### src/hw/rtl/four_button_autorepeat_assert.svh
// Assertion helpers for the autorepeat RTL
`ifndef FOUR_BUTTON_AUTOREPEAT_ASSERT_SVH
`define FOUR_BUTTON_AUTOREPEAT_ASSERT_SVH

// Same-cycle implication
`define FBA_ASSERT_NOW(name, ante, cons, msg) \
  name: assert property (@(posedge clk) disable iff (rst) (ante) |-> (cons)) \
    else $error(msg);

// Next-cycle implication
`define FBA_ASSERT_NEXT(name, ante, cons, msg) \
  name: assert property (@(posedge clk) disable iff (rst) (ante) |=> (cons)) \
    else $error(msg);

`endif

### src/hw/rtl/fba_pkg.sv
`timescale 1ns / 1ps

package fba_pkg;

  localparam int unsigned CfgWidth   = 24;
  localparam int unsigned TimerWidth = 34;

  typedef enum logic {
    ACT_EVENT = 1'b0,
    ACT_TICK  = 1'b1
  } action_t;

  typedef enum logic {
    REG_INITIAL_DELAY   = 1'b0,
    REG_REPEAT_INTERVAL = 1'b1
  } reg_index_t;

  localparam logic [CfgWidth-1:0] InitialDelayReset   = 24'd500000;
  localparam logic [CfgWidth-1:0] RepeatIntervalReset = 24'd100000;

  localparam logic [TimerWidth-1:0] TimerMax = {1'b0, {(TimerWidth-1){1'b1}}};

  typedef struct packed {
    logic        action;
    logic [1:0]  direction;
    logic        pressed;
    logic [19:0] elapsed_us;
  } in_word_t;

  typedef struct packed {
    logic up_held;
    logic down_held;
    logic left_held;
    logic right_held;
  } out_word_t;

  // bit 0 up .. bit 3 right
  typedef struct packed {
    logic [3:0]            levels;
    logic [3:0]            reported;
    logic [TimerWidth-1:0] timer;
  } fba_state_t;

endpackage

### src/hw/rtl/fba_step.sv
`timescale 1ns / 1ps

module fba_step (
  input  fba_pkg::fba_state_t          state,
  input  fba_pkg::in_word_t            word,
  input  logic [fba_pkg::CfgWidth-1:0] initial_delay,
  input  logic [fba_pkg::CfgWidth-1:0] repeat_interval,
  output fba_pkg::fba_state_t          state_next,
  output logic                         send
);

  localparam int unsigned TW = fba_pkg::TimerWidth;
  localparam int unsigned CW = fba_pkg::CfgWidth;

  logic [TW:0]   sum;
  logic [TW-1:0] acc;
  logic [TW-1:0] delay_ext;
  logic [TW-1:0] sub;
  logic          any_held;
  logic          reach;
  logic          over;
  logic [3:0]    bit_mask;

  assign delay_ext = {{(TW-CW){1'b0}}, initial_delay};
  assign sum = {state.timer[TW-1], state.timer} + {{(TW+1-20){1'b0}}, word.elapsed_us};
  // saturate at the top of the signed range
  assign acc = (!sum[TW] && sum[TW-1]) ? fba_pkg::TimerMax : sum[TW-1:0];
  assign reach = $signed(acc) >= $signed(delay_ext);
  assign sub = acc - {{(TW-CW){1'b0}}, repeat_interval};
  assign over = $signed(sub) > $signed(delay_ext);
  assign any_held = state.levels != 4'b0000;
  assign bit_mask = 4'b0001 << word.direction;

  always_comb begin
    state_next = state;
    send = 1'b0;
    if (word.action == fba_pkg::ACT_EVENT) begin
      if (word.pressed) begin
        state_next.levels = state.levels | bit_mask;
      end else begin
        state_next.levels = state.levels & ~bit_mask;
      end
    end else begin
      state_next.timer = acc;
      if (state.levels != state.reported) begin
        state_next.reported = state.levels;
        state_next.timer = '0;
        send = 1'b1;
      end else if (any_held && reach) begin
        send = 1'b1;
        state_next.timer = over ? '0 : sub;
      end
      if (!any_held) begin
        state_next.timer = '0;
      end
    end
  end

endmodule

### src/hw/rtl/four_button_autorepeat.sv
`timescale 1ns / 1ps
// A word is registered in the input slot at acceptance; its report, if any, is
// loaded into the result register when the slot advances.
// Throughput: one word per cycle; a pending report under stall holds the input slot.
// Reset (synchronous, active high): levels, reported levels and hold timer clear,
// delay 500000 us, interval 100000 us, both channels empty.

`include "four_button_autorepeat_assert.svh"

module four_button_autorepeat (
  input  logic                         clk,
  input  logic                         rst,
  input  logic                         item_valid,
  output logic                         item_stall,
  input  fba_pkg::in_word_t            item,
  output logic                         result_valid,
  input  logic                         result_stall,
  output fba_pkg::out_word_t           result,
  input  logic                         cfg_wr_en,
  input  logic                         cfg_index,
  input  logic [fba_pkg::CfgWidth-1:0] cfg_data
);

  logic                         slot_valid;
  fba_pkg::in_word_t            slot_word;
  fba_pkg::fba_state_t          state;
  fba_pkg::fba_state_t          state_next;
  logic [fba_pkg::CfgWidth-1:0] initial_delay;
  logic [fba_pkg::CfgWidth-1:0] repeat_interval;
  logic                         send;
  logic                         advance;
  logic                         accept;
  logic                         load;
  fba_pkg::out_word_t           reported_word;
  logic                         idle_tick;

  fba_step u_step (
    .state           (state),
    .word            (slot_word),
    .initial_delay   (initial_delay),
    .repeat_interval (repeat_interval),
    .state_next      (state_next),
    .send            (send)
  );

  assign advance    = slot_valid && (!send || !result_valid || !result_stall);
  assign load       = advance && send;
  assign item_stall = slot_valid && !advance;
  assign accept     = item_valid && !item_stall;

  always_ff @(posedge clk) begin
    if (rst) begin
      slot_valid      <= 1'b0;
      result_valid    <= 1'b0;
      state           <= '0;
      initial_delay   <= fba_pkg::InitialDelayReset;
      repeat_interval <= fba_pkg::RepeatIntervalReset;
    end else begin
      if (accept) begin
        slot_valid <= 1'b1;
      end else if (advance) begin
        slot_valid <= 1'b0;
      end
      if (advance) begin
        state <= state_next;
      end
      if (load) begin
        result_valid <= 1'b1;
      end else if (!result_stall) begin
        result_valid <= 1'b0;
      end
      if (cfg_wr_en) begin
        case (fba_pkg::reg_index_t'(cfg_index))
          fba_pkg::REG_INITIAL_DELAY:   initial_delay   <= cfg_data;
          fba_pkg::REG_REPEAT_INTERVAL: repeat_interval <= cfg_data;
          default: ;
        endcase
      end
    end
  end

  always_ff @(posedge clk) begin
    if (accept) begin
      slot_word <= item;
    end
    if (load) begin
      result <= {state.levels[0], state.levels[1], state.levels[2], state.levels[3]};
    end
  end

  assign reported_word = {state.reported[0], state.reported[1],
                          state.reported[2], state.reported[3]};
  assign idle_tick     = advance && slot_word.action == fba_pkg::ACT_TICK &&
                         state.levels == 4'b0000;

  `FBA_ASSERT_NOW(a_no_overwrite, result_valid && result_stall, !load, "stalled word overwritten")
  `FBA_ASSERT_NEXT(a_reported_sync, load, state.reported == state.levels, "reported not updated")
  `FBA_ASSERT_NOW(a_out_matches, result_valid, result == reported_word, "result differs")
  `FBA_ASSERT_NEXT(a_idle_timer, idle_tick, state.timer == '0, "timer not cleared when idle")

endmodule
### config.mk
export PLATFORM = sky130hd
export DESIGN_NAME = four_button_autorepeat
export DESIGN_NICKNAME = d
export VERILOG_FILES = /design/src/hw/rtl/fba_pkg.sv /design/src/hw/rtl/fba_step.sv /design/src/hw/rtl/four_button_autorepeat.sv
export VERILOG_INCLUDE_DIRS = /design/src /design/src/hw/rtl
export SDC_FILE = /design/constraint.sdc
export NUM_CORES = 1
export LEC_CHECK = 0
export BUFFER_PORTS_ARGS = -buffer_cell sky130_fd_sc_hd__buf_2
export CELL_PAD_IN_SITES_DETAIL_PLACEMENT = 1
export CELL_PAD_IN_SITES_GLOBAL_PLACEMENT = 1
export CORE_ASPECT_RATIO = 0.5
export CORE_UTILIZATION = 29
export CTS_CLUSTER_DIAMETER = 200
export DETAILED_ROUTE_END_ITERATION = 16
export PLACE_DENSITY = 0.55
export SKIP_CTS_REPAIR_TIMING = 1
export SKIP_LAST_GASP = 1
export SYNTH_ARGS = -nofsm -noshare
export SYNTH_HDL_FRONTEND = slang
export SYNTH_SLANG_ARGS = --single-unit
### constraint.sdc
create_clock -name clk -period 13.55 [get_ports clk]
set_input_delay 4.065 -clock clk [delete_from_list [all_inputs] [get_ports clk]]
set_output_delay 4.065 -clock clk [all_outputs]
set_load 0.01 [all_outputs]
* Word-level counts from Yosys, hierarchy flattened
Index checks and enable logic that the tools add are counted.
Word-level totals: bits in registers 120, bits in latches 0, memory bits (writable) 0, bits in read-only memories 0, bits of input ports 54, memories 0
Cells by class: $add $sub $neg 2, multipliers 0, divide/modulo/power cells 0, order comparisons 2, eq/ne operators 2, shift operators 1, multiplexer cells 13, bitwise logic cells 5, reduce and logical (&&, ||, !) cells 21
Operator list (count):
- two-way mux 34 bit | 5
- adder 34 x 21 -> 35 bit | 1
- >= comparator 34 x 25 -> 1 bit | 1
- greater-than comparator 34 x 25 -> 1 bit | 1
- subtractor 34 x 24 -> 34 bit | 1
- AND reduction 2 bit | 4
- two-way mux 1 bit | 7
- logical AND 1 bit | 6
- zero test 1 bit | 6
- AND 4 bit | 1
- two-way mux 4 bit | 1
- != test 4 bit | 1
- inverter 4 bit | 1
- OR 4 bit | 1
- nonzero test 4 bit | 1
- << shifter 1 x 2 -> 4 bit (first input constant) | 1
- AND reduction 3 bit | 1
- logical OR 1 bit | 2
- != test 2 x 1 -> 1 bit (second input constant) | 1
- inverter 1 bit | 2
- nonzero test 2 bit | 1

* Logic depth before layout (Yosys ltp)
Gate-level depths: netlist of run 1.
depth after elaboration 18, depth in mapped cells 37, mapped depth without buffers 36

* By module
Synthesis of run 1 repeated with hierarchy kept, for this count alone.
Second synthesis, totals: cell total of the unflattened synthesis 1184, area, all modules 9783.1 µm²
Modules (own cells, without submodules):
- fba_step | times used 1, cells each 750, area each 5195.0 µm², seq. area each 0.0 µm²
- four_button_autorepeat | times used 1, cells each 434, area each 4588.2 µm², seq. area each 2682.6 µm²

* Worst setup path before layout of run 1
No wires, ideal clock.
kind register to output, start point register slot_word[0] (netlist bit), end point output port item_stall, arrival time 4882 ps, setup slack 4603 ps, cell stages (with the launch flop) 28, path buffers 3, path through edfxtp_1 > ha_1 > inv_1 > fa_1 > nor2b_1 > o211ai_1 > nand3b_1 > a21oi_1 > a21oi_1 > o211ai_1 > a21o_1 > clkbuf_1 > clkbuf_1 > nand2_1 > ha_1 > nand2b_1 > a21oi_1 > nor3_1 > o21ai_0 > a21oi_1 > o21ai_0 > and4bb_1 > nand4_1 > o211ai_1 > clkbuf_1 > and2_1 > or3_1 > inv_1
Between the ends: word-level cells in the longest chain between the ends 15
RTL lines:
- start: declaration | line four_button_autorepeat.sv:25 | fba_pkg::in_word_t slot_word;
- start signal: assignment | line four_button_autorepeat.sv:84 | slot_word <= item;
- adder 34 x 21 -> 35 bit (*) | line fba_step.sv:25 | assign sum = {state.timer[TW-1], state.timer} + {{(TW+1-20){1'b0}}, word.elapsed_us};
- zero test 1 bit | line fba_step.sv:27 | assign acc = (!sum[TW] && sum[TW-1]) ? fba_pkg::TimerMax : sum[TW-1:0];
- logical AND 1 bit | line fba_step.sv:27
- two-way mux 34 bit (*) | line fba_step.sv:27
- >= comparator 34 x 25 -> 1 bit (*) | line fba_step.sv:28 | assign reach = $signed(acc) >= $signed(delay_ext);
- logical AND 1 bit (*) | line fba_step.sv:49 | end else if (any_held && reach) begin
- two-way mux 1 bit (*) | line fba_step.sv:49
- two-way mux 1 bit (*) | line fba_step.sv:45 | if (state.levels != state.reported) begin
- two-way mux 1 bit (*) | line fba_step.sv:37 | if (word.action == fba_pkg::ACT_EVENT) begin
- zero test 1 bit (*) | line four_button_autorepeat.sv:46 | assign advance = slot_valid && (!send || !result_valid || !result_stall);
- logical OR 1 bit (*) (2 in a row) | line four_button_autorepeat.sv:46
- logical AND 1 bit (*) | line four_button_autorepeat.sv:46
- zero test 1 bit (*) | line four_button_autorepeat.sv:48 | assign item_stall = slot_valid && !advance;
- logical AND 1 bit (*) | line four_button_autorepeat.sv:48
- end: declaration | line four_button_autorepeat.sv:14 | output logic item_stall,
Every way passes the cells marked *; elsewhere a longest branch is shown, timed or not.

* Worst setup path in the final report of run 1
Ends and elaborated chain as after synthesis.

==> qor.log, run 1 <==
qor: die.design.portCount 60
qor: die.floorplan.core_area 0.02830 mm^2
qor: power.clkPwrFrac 0.438
qor: placement.gp_congestion 0.8734
qor: die.die_height 123.3 um
qor: sta.finalCritPeriodShare 0.7566
qor: clock_network.clk_latency 0.44 ns
qor: worst_setup_path.critPathSlowestCell sky130_fd_sc_hd__a21o_1
qor: synth.synth_edf_count 28
qor: worst_hold_path.timing.hold.worst_endpoint repeat_interval[2]
qor: worst_setup_path.worstSetupEndpointType primary output
qor: drt.viasPerCell 5.338
qor: synth.netlist-cell-type-count 71
qor: power.power.sequential.fraction 0.353
qor: global_route.groute.usage.overall 0.2100
qor: final_layout.areaGrowthSynthToFinish 15.39%
qor: final_layout.postLayoutCoreUtil 0.3480
qor: synth.synthesis.area 0.008536 mm^2
qor: synth.synth.yosys.warnings 0
qor: synth.synth_async_sr_flop_share 0
qor: worst_setup_path.largest_stage_delay_on_the_critical_path 0.69 ns
qor: clock_network.cts-root-to-sink-buffers 2
qor: clock_network.clockRootBuffer sky130_fd_sc_hd__clkbuf_16
qor: worst_setup_path.timing.critical_path.required 9.48 ns
qor: die.initial_cell_density_of_the_core 0.3016
qor: global_route.grt_pass1_vias 7993
qor: sta.report.final.setup_viol 0
qor: final_layout.nFillCells 3430
qor: clock_network.cts-buffers-inserted 17
qor: worst_setup_path.worstReg2RegStart slot_word[0]
qor: global_route.pin_count_of_the_biggest_net_entering_global_routing 64
qor: sta.final.setup_skew 0.007294 ns
qor: die.floorplan_die_area 0.03016 mm^2
qor: sta.finalHoldViolCount 0
qor: synth.post-synth-top-area-cell sky130_fd_sc_hd__dfxtp_1
qor: sta.maxSlewViolCount 0
qor: global_route.gr-total-overflow 0
qor: worst_setup_path.cp_data_arrival_time 6.19 ns
qor: synth.ys_top_cells_by_area sky130_fd_sc_hd__dfxtp_1 (22%), sky130_fd_sc_hd__ha_1 (13%), sky130_fd_sc_hd__edfxtp_1 (9.9%)
qor: drt.wire_per_inst 20.56 um
qor: worst_setup_path.regToRegEndpoint state[19]
qor: worst_setup_path.cp_num_buf_inv 3
qor: final_layout.final_cells 1488
qor: final_layout.antennaDiodeCount 0
qor: clock_network.tritoncts_clock_tree done
qor: worst_setup_path.critical_path.startpoint_type flip-flop
qor: synth.yosysTopAreaCellShare 0.2158
qor: sta.timing_worst_slew_pin_value 1.177 ns
qor: synth.synth_seq_area_share 0.3143
qor: synth.synth.ff_latch_count 120
qor: power.internal_power 766.5 uW
qor: drt.dr.first_iter.drc_count 622
qor: outcome.outcome completed
qor: final_layout.design.final.nets 1241
qor: synth.syn_avg_cell_area 8.207 um^2
qor: power.leakage 4.230 nW
qor: worst_setup_path.timing.reg2reg.setup_slack 4.03 ns
qor: power.switchingPower 324.4 uW
qor: run.maxCapViolations 0
qor: power.swShare 0.2974
qor: die.row_count 43
qor: sta.finalWorstPathRequiredPeriod 10.25 ns
qor: drt.total_vias_in_the_final_route 7943
qor: synth.synth_most_common_cell sky130_fd_sc_hd__nand2_1
qor: worst_hold_path.min-delay-start repeat_interval[2]
qor: power.power.combinational.fraction 0.208
qor: placement.hpwl 24470 um
qor: drt.remaining_drc_errors 0
qor: final_layout.post_route_cells_drive_above_1_share 0.1094
qor: placement.port_buffers 59
qor: sta.max_slew_margin 0.2126
qor: drt.final_antenna_violating_net_count 0
qor: drt.detailedRoute.firstPassIterationCount 5
qor: synth.netlist_top_cells_count sky130_fd_sc_hd__nand2_1 (159), sky130_fd_sc_hd__a21oi_1 (119), sky130_fd_sc_hd__dfxtp_1 (92), sky130_fd_sc_hd__ha_1 (92), sky130_fd_sc_hd__inv_1 (68)
qor: power.power.density_cell_area 110.8 mW/mm^2
qor: clock_network.clock_tree.htree_level_count 4
qor: drt.route.final.wire_length 30590 um
qor: sta.tns 0 ns
qor: sta.rsz0062_at_grt no
qor: die.die_x 244.6 um
qor: power.max-vdd-ir-drop 0.09434 mV
qor: worst_setup_path.worstRegToRegCells 33
qor: worst_hold_path.hp-class reg -> reg
qor: synth.syn-instance-count 1040
qor: clock_network.cts.clk_slew.worst_paths 0.06 ns
qor: worst_setup_path.setup.worst_path.class reg -> out
qor: placement.placed_cells_incl_taps 1456
qor: worst_setup_path.worst_path_dominant_cell_family compound AO/OA/AOI/OAI gates
qor: synth.dominantRegCellSynth sky130_fd_sc_hd__dfxtp_1
qor: global_route.grt_antenna_before_repair 0
qor: global_route.grt_first_pass_wirelength 47300 um
qor: sta.maxClockFrequency 97.54 MHz
qor: worst_setup_path.cp_max_fo 26
qor: worst_hold_path.hold_depth 2
qor: clock_network.clock-sinks 120
qor: synth.synth_nets 1188
worst reg2reg max path: cells and delay by family, from the launching register on:
| kind | cells | cell delay (ns) |
|---|---|---|
| compound gates | 22 | 6.94 |
| fa+ha+maj | 4 | 1.09 |
| simple gates | 4 | 0.61 |
| flops | 1 | 0.37 |
| buf+inv | 2 | 0.28 |
| xor+xnor | 1 | 0.13 |
worst max-delay path by stage:
stage                       from         end  slack, ns  cells past startpoint
finish              slot_word[0]  item_stall       3.30                     25
CTS                 slot_word[2]  item_stall       3.27                     23
global placement    slot_word[0]  item_stall       4.12                     25
detailed placement  slot_word[0]  item_stall       3.81                     25
global route        slot_word[0]  item_stall       2.69                     25
floorplan           slot_word[0]  item_stall       4.60                     27
cell families (layout without fill, tap and decap cells):
family / count (synthesis) / count (layout) / synth area share
AND/OR/NAND/NOR: 363 / 363 / 0.2062
flip-flops: 120 / 120 / 0.3143
XOR/XNOR: 45 / 45 / 0.04617
buffers and inverters: 100 / 166 / 0.04603
adder cells (fa/ha/maj): 94 / 94 / 0.1395
multiplexers: 4 / 4 / 0.004691
AO/OA/AOI/OAI: 314 / 314 / 0.2430
power by group through the flow:
stage / Sequential (mW) / Clock, mW / Combinational [mW]
finish: 0.386 / 0.478 / 0.227
global route: 0.387 / 0.506 / 0.252
CTS: 0.386 / 0.489 / 0.226
detailed placement: 0.393 / 0 / 0.225
global placement: 0.393 / 0 / 0.219
floorplan: 0.391 / 0 / 0.150
state kept, by name, indices dropped and copies added (netlist names), named ones only:
register / flops
initial_delay: 24
repeat_interval: 24
reported_word: 4
result: 4
result_valid: 1
slot_valid: 1
slot_word: 24
state: 34
cell usage in the layout (no fill, tap or decap), types with 23 or more instances in the layout:
cell type	n
sky130_fd_sc_hd__nand2_1	159
sky130_fd_sc_hd__a21oi_1	118
sky130_fd_sc_hd__ha_1	92
sky130_fd_sc_hd__dfxtp_1	92
sky130_fd_sc_hd__inv_1	68
sky130_fd_sc_hd__nor2_1	61
sky130_fd_sc_hd__buf_2	59
sky130_fd_sc_hd__o21ai_0	49
sky130_fd_sc_hd__a221o_1	28
sky130_fd_sc_hd__edfxtp_1	28
sky130_fd_sc_hd__xnor2_1	27
sky130_fd_sc_hd__a21o_1	26
sky130_fd_sc_hd__nand4_1	23
per-stage QoR:
step	setup WS (ns)	hold WS, ns	total power [mW]	cell area [um^2]
final	3.297	0.4544	1.091	9849
after global routing	2.691	0.4719	1.144	9849
after CTS	3.270	0.4569	1.101	9849
after detailed placement	3.812	0.4491	0.6180	9230
after global placement	4.116	0.4429	0.6115	9230
after floorplan	4.603	0.4363	0.5405	8536
routing by layer:
layer | track usage | share of wire | vias up
met5 | 0 | 0 | -
met3 | 0.03213 | 0.034 | 22
met2 | 0.2936 | 0.40 | 126
met4 | 0.05078 | 0.0094 | 0
met1 | 0.3281 | 0.56 | 3919
li1 | - | - | 3876
cell type report:
type                            instances  area, um^2  area share
Clock buffer                           23       510.5     0.05183
Tap cell                              382       478.0     0.04853
Timing Repair Buffer                   66       347.8     0.03532
Clock inverter                          9       108.9     0.01105
Sequential cell                       120        2683      0.2724
Inverter                               68       255.2     0.02591
Multi-Input combinational cell        820        5466      0.5550
No activity file was read; power rests on OpenSTA's default activity.
==> run 2: changes to the inputs <==
PLACE_DENSITY = 0.57   (was 0.55)
clock period = 8.54 ns   (was 13.55 ns; I/O delays follow)
==> run 2 against run 1 <==
  * First-iteration DRC count shrank 5.6%
  * Sequential cell count did not move
  * Final cell count grew 0.34%
  * Global-route usage decreased by 0.22 points
  * Die area unchanged
  * Total power is 55% higher
  * Sequential power up 59%
  * Core utilization increased by 0.19 points
  * Largest power group unchanged
==> qor.log, run 2 (synthesis results as in run 1) <==
qor: worst_setup_path.critical_path.startpoint_type flip-flop
qor: clock_network.tritoncts_clock_tree done
qor: worst_setup_path.cp_max_fo 6
qor: sta.finalWorstPathRequiredPeriod 8.083 ns
qor: power.power.density_cell_area 171.2 mW/mm^2
qor: clock_network.clock_tree.htree_level_count 4
qor: sta.final.hold.worst_slack 0.4534 ns
qor: worst_setup_path.path_cells ha_1 -> nand2_2 -> or3_4 -> or2_4 -> a21oi_1 -> o211ai_1 -> a21o_1 -> o21ai_1 -> buf_4 -> ha_1 -> o21ai_0 -> a21oi_1 -> nor3_1 -> o21ai_0 -> a21oi_1 -> o21ai_0 -> and4bb_1 -> nand4_1 -> o211ai_1 -> and2_1 -> or3_1 -> inv_1 -> buf_2
qor: drt.detail_route.wirelength.met1 16880 um
qor: global_route.gr-total-overflow 0
qor: power.leakage 4.254 nW
qor: sta.rsz0062_at_grt no
qor: sta.maxClockFrequency 123.7 MHz
qor: placement.port_buffers 59
qor: final_layout.antennaDiodeCount 0
qor: worst_setup_path.largest_stage_delay_on_the_critical_path 0.43 ns
qor: final_layout.final_cell_mix sky130_fd_sc_hd__nand2_1 (159), sky130_fd_sc_hd__a21oi_1 (116), sky130_fd_sc_hd__ha_1 (92), sky130_fd_sc_hd__dfxtp_1 (92), sky130_fd_sc_hd__inv_1 (68)
qor: clock_network.clockRootBuffer sky130_fd_sc_hd__clkbuf_16
qor: sta.final.setup_skew 0.008241 ns
qor: placement.hpwl 24310 um
qor: sta.max_slew_margin 0.3239
qor: clock_network.cts.clk_slew.worst_paths 0.06 ns
qor: final_layout.areaGrowthSynthToFinish 16.04%
qor: drt.detailedRoute.firstPassIterationCount 5
qor: sta.timing_worst_slew_pin_value 1.010 ns
qor: worst_setup_path.cp_num_buf_inv 3
qor: drt.remaining_drc_errors 0
qor: worst_setup_path.timing.reg2reg.setup_slack 0.81 ns
qor: outcome.outcome completed
qor: worst_setup_path.cp_data_arrival_time 5.52 ns
qor: drt.total_vias_in_the_final_route 7955
qor: worst_hold_path.hp-class reg -> reg
qor: sta.report.final.setup_viol 0
qor: drt.route.final.wire_length 30150 um
qor: final_layout.post_route_cells_drive_above_1_share 0.1179
qor: clock_network.clock-sinks 120
qor: drt.met3_length 1212 um
qor: run.maxCapViolations 0
qor: drt.dr.first_iter.drc_count 587
qor: worst_setup_path.timing.critical_path.required 5.98 ns
qor: final_layout.nFillCells 3456
qor: die.design.portCount 60
qor: placement.gp_congestion 0.9157
qor: clock_network.cts-buffers-inserted 17
qor: global_route.pin_count_of_the_biggest_net_entering_global_routing 64
qor: die.die_x 244.6 um
qor: drt.final_antenna_violating_net_count 0
qor: final_layout.largest-register state
qor: clock_network.cts-root-to-sink-buffers 2
qor: worst_setup_path.worstSetupEndpointType primary output
qor: drt.routed.top_layer met4
qor: worst_setup_path.critPathSlowestCell sky130_fd_sc_hd__or3_4
qor: drt.wl_met2 11650 um
qor: global_route.grt_first_pass_wirelength 46350 um
qor: global_route.groute.usage.overall 0.2078
qor: die.floorplan_die_area 0.03016 mm^2
qor: drt.viasPerCell 5.328
qor: clock_network.clk_latency 0.44 ns
qor: die.initial_cell_density_of_the_core 0.3016
qor: die.die_height 123.3 um
qor: die.row_count 43
qor: global_route.grt_antenna_before_repair 0
qor: worst_setup_path.worst_path_dominant_cell_family compound AO/OA/AOI/OAI gates
qor: final_layout.mostFrequentLayoutCell sky130_fd_sc_hd__nand2_1
qor: sta.tns 0 ns
qor: sta.finalCritPeriodShare 0.9465
qor: power.max-vdd-ir-drop 0.1447 mV
qor: sta.maxSlewViolCount 0
qor: final_layout.design.final.nets 1246
qor: die.floorplan.core_area 0.02830 mm^2
qor: drt.wire_per_inst 20.19 um
qor: worst_setup_path.setup.worst_path.class reg -> out
qor: global_route.grt_pass1_vias 7937
qor: sta.finalHoldViolCount 0
qor: final_layout.largest_register_ff_count 34
[run 2: cell types whose count changed in the layout (fill, tap and decap cells not counted), sizes merged]
cell | before | now
buf | 66 | 71
bufinv | 2 | 1
clkinv | 3 | 4
[run 2: cell type report]
class                           count  area (um^2)  share of cell area
Multi-Input combinational cell    820         5490              0.5543
Tap cell                          382        478.0             0.04826
Clock inverter                      9        87.58            0.008843
Timing Repair Buffer               71        401.6             0.04055
Inverter                           68        255.2             0.02577
Sequential cell                   120         2683              0.2708
Clock buffer                       23        509.2             0.05141
[run 2: worst paths after layout]
| kind | from | cells past startpoint | end |
|---|---|---|---|
| max reg2reg | slot_word[0] | 36 | state[18] |
| max | slot_word[17] | 23 | item_stall |
| min reg2reg | repeat_interval[2] | 2 | repeat_interval[2] |
| min | repeat_interval[2] | 2 | repeat_interval[2] |
[run 2: report_power, final]
part           switching [mW]  leakage [nW]  total, mW  internal [mW]
combinational           0.226          2.94      0.362          0.136
sequential             0.0109          1.02      0.612          0.601
clock                   0.273         0.291      0.721          0.448
[run 2: metrics by stage]
step | std cells | util | area [um^2] | total power [mW] | setup slack, ns
after floorplan | 1040 | - | 8536 | 0.8575 | 1.096
after global placement | 1461 | 0.3279 | 9280 | 0.9681 | 0.6893
after detailed placement | 1461 | 0.3279 | 9280 | 0.9791 | 0.4172
after CTS | 1493 | 0.3490 | 9877 | 1.709 | 0.2309
after global routing | 1493 | 0.3500 | 9905 | 1.781 | 0.01921
final | 1493 | 0.3500 | 9905 | 1.695 | 0.4570
[run 2: per-layer routing]
layer,up-vias,GRT usage
met5,-,0
met4,0,0.06211
met3,28,0.03647
met2,131,0.2859
met1,3894,0.3211
li1,3902,-
[run 2: worst register-to-register path: cells and delay by family, from the launching register on]
family,cells,cell delay [ns]
adders and majority gates,5,1.26
DFF,1,0.36
buffers and inverters,4,0.52
xor gates and xnor gates,1,0.16
AOI/OAI and AO/OA,21,4.43
and+or+nand+nor,5,0.92
==> run 3: changes to the inputs <==
--- a/config.mk
+++ b/config.mk
@@ -11,3 +11,2 @@
 export CELL_PAD_IN_SITES_GLOBAL_PLACEMENT = 1
-export CORE_ASPECT_RATIO = 0.5
 export CORE_UTILIZATION = 29
==> constraint.sdc (replaced) <==
create_clock -name clk -period 8.54 [get_ports clk]
set_input_delay 0.427 -clock clk [delete_from_list [all_inputs] [get_ports clk]]
set_output_delay 0.427 -clock clk [all_outputs]
set_load 0.02 [all_outputs]
==> run 3 against run 2 <==
  * Wire length decreased by 7.2%
  * Clock skew increased by 0.0043 ns
  * Setup slack improved by 0.35 ns
  * Hold slack got worse by 0.28 ns
  * Core utilization decreased by 0.81 points
  * Via count decreased by 2.4%
  * Register-to-register slack about the same
  * Global-route usage decreased by 1.8 points
  * Clock power increased by 3.5%
  * Total power increased by 0.60%
  * Final cell count about the same
  * Sequential cell count unchanged
==> qor.log, run 3 (synthesis results as in run 1) <==
qor: outcome.outcome completed
qor: clock_network.clock_tree.htree_level_count 4
qor: final_layout.largest-register state
qor: sta.timing_worst_slew_pin_value 0.9512 ns
qor: worst_setup_path.cp_data_arrival_time 8.10 ns
qor: drt.wire_per_inst 18.72 um
qor: final_layout.mostFrequentLayoutCell sky130_fd_sc_hd__nand2_1
qor: final_layout.areaGrowthSynthToFinish 15.60%
qor: sta.finalCritPeriodShare 0.9057
qor: sta.rsz0062_at_grt no
qor: global_route.grt_antenna_before_repair 0
qor: final_layout.register_area 0.002683 mm^2
qor: worst_setup_path.path_common_cell sky130_fd_sc_hd__a21oi_1
qor: placement.port_buffers 59
qor: global_route.grt_pass1_vias 7986
qor: worst_setup_path.largest_stage_delay_on_the_critical_path 0.60 ns
qor: final_layout.design.final.nets 1245
qor: sta.finalHoldViolCount 0
qor: die.initial_cell_density_of_the_core 0.2958
qor: drt.total_vias_in_the_final_route 7765
qor: run.maxCapViolations 0
qor: placement.placed_cells_incl_taps 1462
qor: worst_hold_path.timing.hold.worst_endpoint slot_word[6]
qor: worst_setup_path.setup.worst_path.class reg -> reg
qor: worst_setup_path.critPathSlowestCell sky130_fd_sc_hd__o311ai_1
qor: clock_network.clk_latency 0.43 ns
qor: final_layout.post_route_cells_drive_above_1_share 0.1144
qor: worst_hold_path.hold_depth 1
qor: worst_setup_path.timing.reg2reg.setup_slack 0.80 ns
qor: clock_network.clockRootBuffer sky130_fd_sc_hd__clkbuf_16
qor: worst_setup_path.regToRegEndpoint state[7]
qor: sta.tns 0 ns
qor: worst_setup_path.worstSetupEndpointType flip-flop
qor: die.design.portCount 60
qor: power.leakage 4.235 nW
qor: worst_hold_path.hp-class in -> reg
qor: global_route.gr-total-overflow 0
qor: worst_setup_path.worstRegToRegCells 37
qor: final_layout.final_cell_mix sky130_fd_sc_hd__nand2_1 (159), sky130_fd_sc_hd__a21oi_1 (117), sky130_fd_sc_hd__ha_1 (92), sky130_fd_sc_hd__dfxtp_1 (92), sky130_fd_sc_hd__inv_1 (68)
qor: placement.gp_congestion 0.8908
qor: final_layout.multi_input_comb_area 0.005478 mm^2
qor: sta.finalWorstPathRequiredPeriod 7.735 ns
qor: sta.final.setup_skew 0.01249 ns
qor: drt.dr.first_iter.drc_count 322
qor: clock_network.cts-buffers-inserted 17
qor: global_route.grt_first_pass_wirelength 44470 um
qor: die.die_x 173.6 um
qor: die.row_count 62
qor: placement.hpwl 22140 um
qor: worst_setup_path.cp_max_fo 24
qor: worst_setup_path.setup.worst_path.start slot_word[0]
qor: sta.maxSlewViolCount 0
qor: sta.max_slew_margin 0.3658
qor: global_route.pin_count_of_the_biggest_net_entering_global_routing 64
qor: final_layout.final_cells 1494
qor: worst_setup_path.timing.critical_path.required 8.91 ns
qor: drt.viasPerCell 5.197
qor: drt.final_antenna_violating_net_count 0
qor: power.fin_total_pwr 1.705 mW
qor: power.max-vdd-ir-drop 0.1082 mV
qor: clock_network.cts.clk_slew.worst_paths 0.06 ns
qor: final_layout.antennaDiodeCount 0
qor: drt.detailedRoute.firstPassIterationCount 5
qor: clock_network.cts-root-to-sink-buffers 2
qor: drt.remaining_drc_errors 0
qor: sta.maxClockFrequency 129.3 MHz
qor: worst_setup_path.worstReg2RegStart slot_word[0]
qor: die.floorplan_die_area 0.03012 mm^2
qor: final_layout.nFillCells 3510
qor: worst_setup_path.critical_path.startpoint_type flip-flop
qor: clock_network.tritoncts_clock_tree done
qor: die.die_height 173.6 um
qor: final_layout.largest_register_ff_count 34
qor: worst_hold_path.min-delay-start item[6]
qor: sta.report.final.setup_viol 0
qor: global_route.groute.usage.overall 0.1893
qor: power.power.density_cell_area 172.8 mW/mm^2
qor: clock_network.clock-sinks 120
qor: die.floorplan.core_area 0.02886 mm^2
qor: drt.route.final.wire_length 27970 um
run 3: cell types whose count changed in the layout (fill, tap and decap cells not counted), moves of 2 or more:
cell,previous run,this run
sky130_fd_sc_hd__clkinv_1,0,2
sky130_fd_sc_hd__clkinv_4,2,0
sky130_fd_sc_hd__inv_6,1,4
sky130_fd_sc_hd__clkinvlp_4,2,4
sky130_fd_sc_hd__clkbuf_8,4,0
sky130_fd_sc_hd__o21ai_0,47,49
run 3: cell type report:
cell class	count	area share
clock buffers	18	0.04565
clock inverters	14	0.01446
inverters	68	0.02587
multi-input cells	820	0.5552
flip-flops and latches	120	0.2719
well taps	384	0.04869
repair buffers	70	0.03830
run 3: stage by stage:
step / util / hold WS, ns / cell area (um^2) / setup WS (ns)
after floorplan: - / 0.4363 / 8536 / 1.569
after global routing: 0.3419 / 0.1620 / 9867 / 0.1921
after global placement: 0.3210 / 0.4441 / 9263 / 0.5958
after detailed placement: 0.3210 / 0.4473 / 9263 / 0.3765
final: 0.3419 / 0.1720 / 9867 / 0.8049
after CTS: 0.3415 / 0.1587 / 9856 / 0.3052
run 3: report_power, final:
part | switching (mW) | leakage [nW] | internal, mW
clock network | 0.299 | 0.280 | 0.447
logic | 0.212 | 2.93 | 0.136
registers | 0.0102 | 1.02 | 0.601
total | 0.521 | 4.24 | 1.18
run 3: metal layers:
| layer | routed length (um) | GRT usage | vias up |
|---|---|---|---|
| met5 | 0 | 0 | - |
| met4 | 347 | 0.04535 | 0 |
| met3 | 762 | 0.02544 | 22 |
| met2 | 12940 | 0.3143 | 118 |
| met1 | 13930 | 0.2585 | 3737 |
| li1 | - | - | 3888 |
run 3: how the worst max path moves through the flow:
stage                endpoint  slack, ns
detailed placement  state[18]       0.38
global route         state[7]       0.19
floorplan           state[10]       1.57
global placement     state[2]       0.60
CTS                 state[17]       0.31
finish               state[7]       0.80
run 3: worst max-delay path: cells and delay by family, from the launching register on:
family          cells  cell delay, ns
flops               1            0.38
simple gates        8            1.07
fa+ha+maj           5            1.23
compound gates     20            4.42
buf+inv             3            0.45
xor+xnor            1            0.13
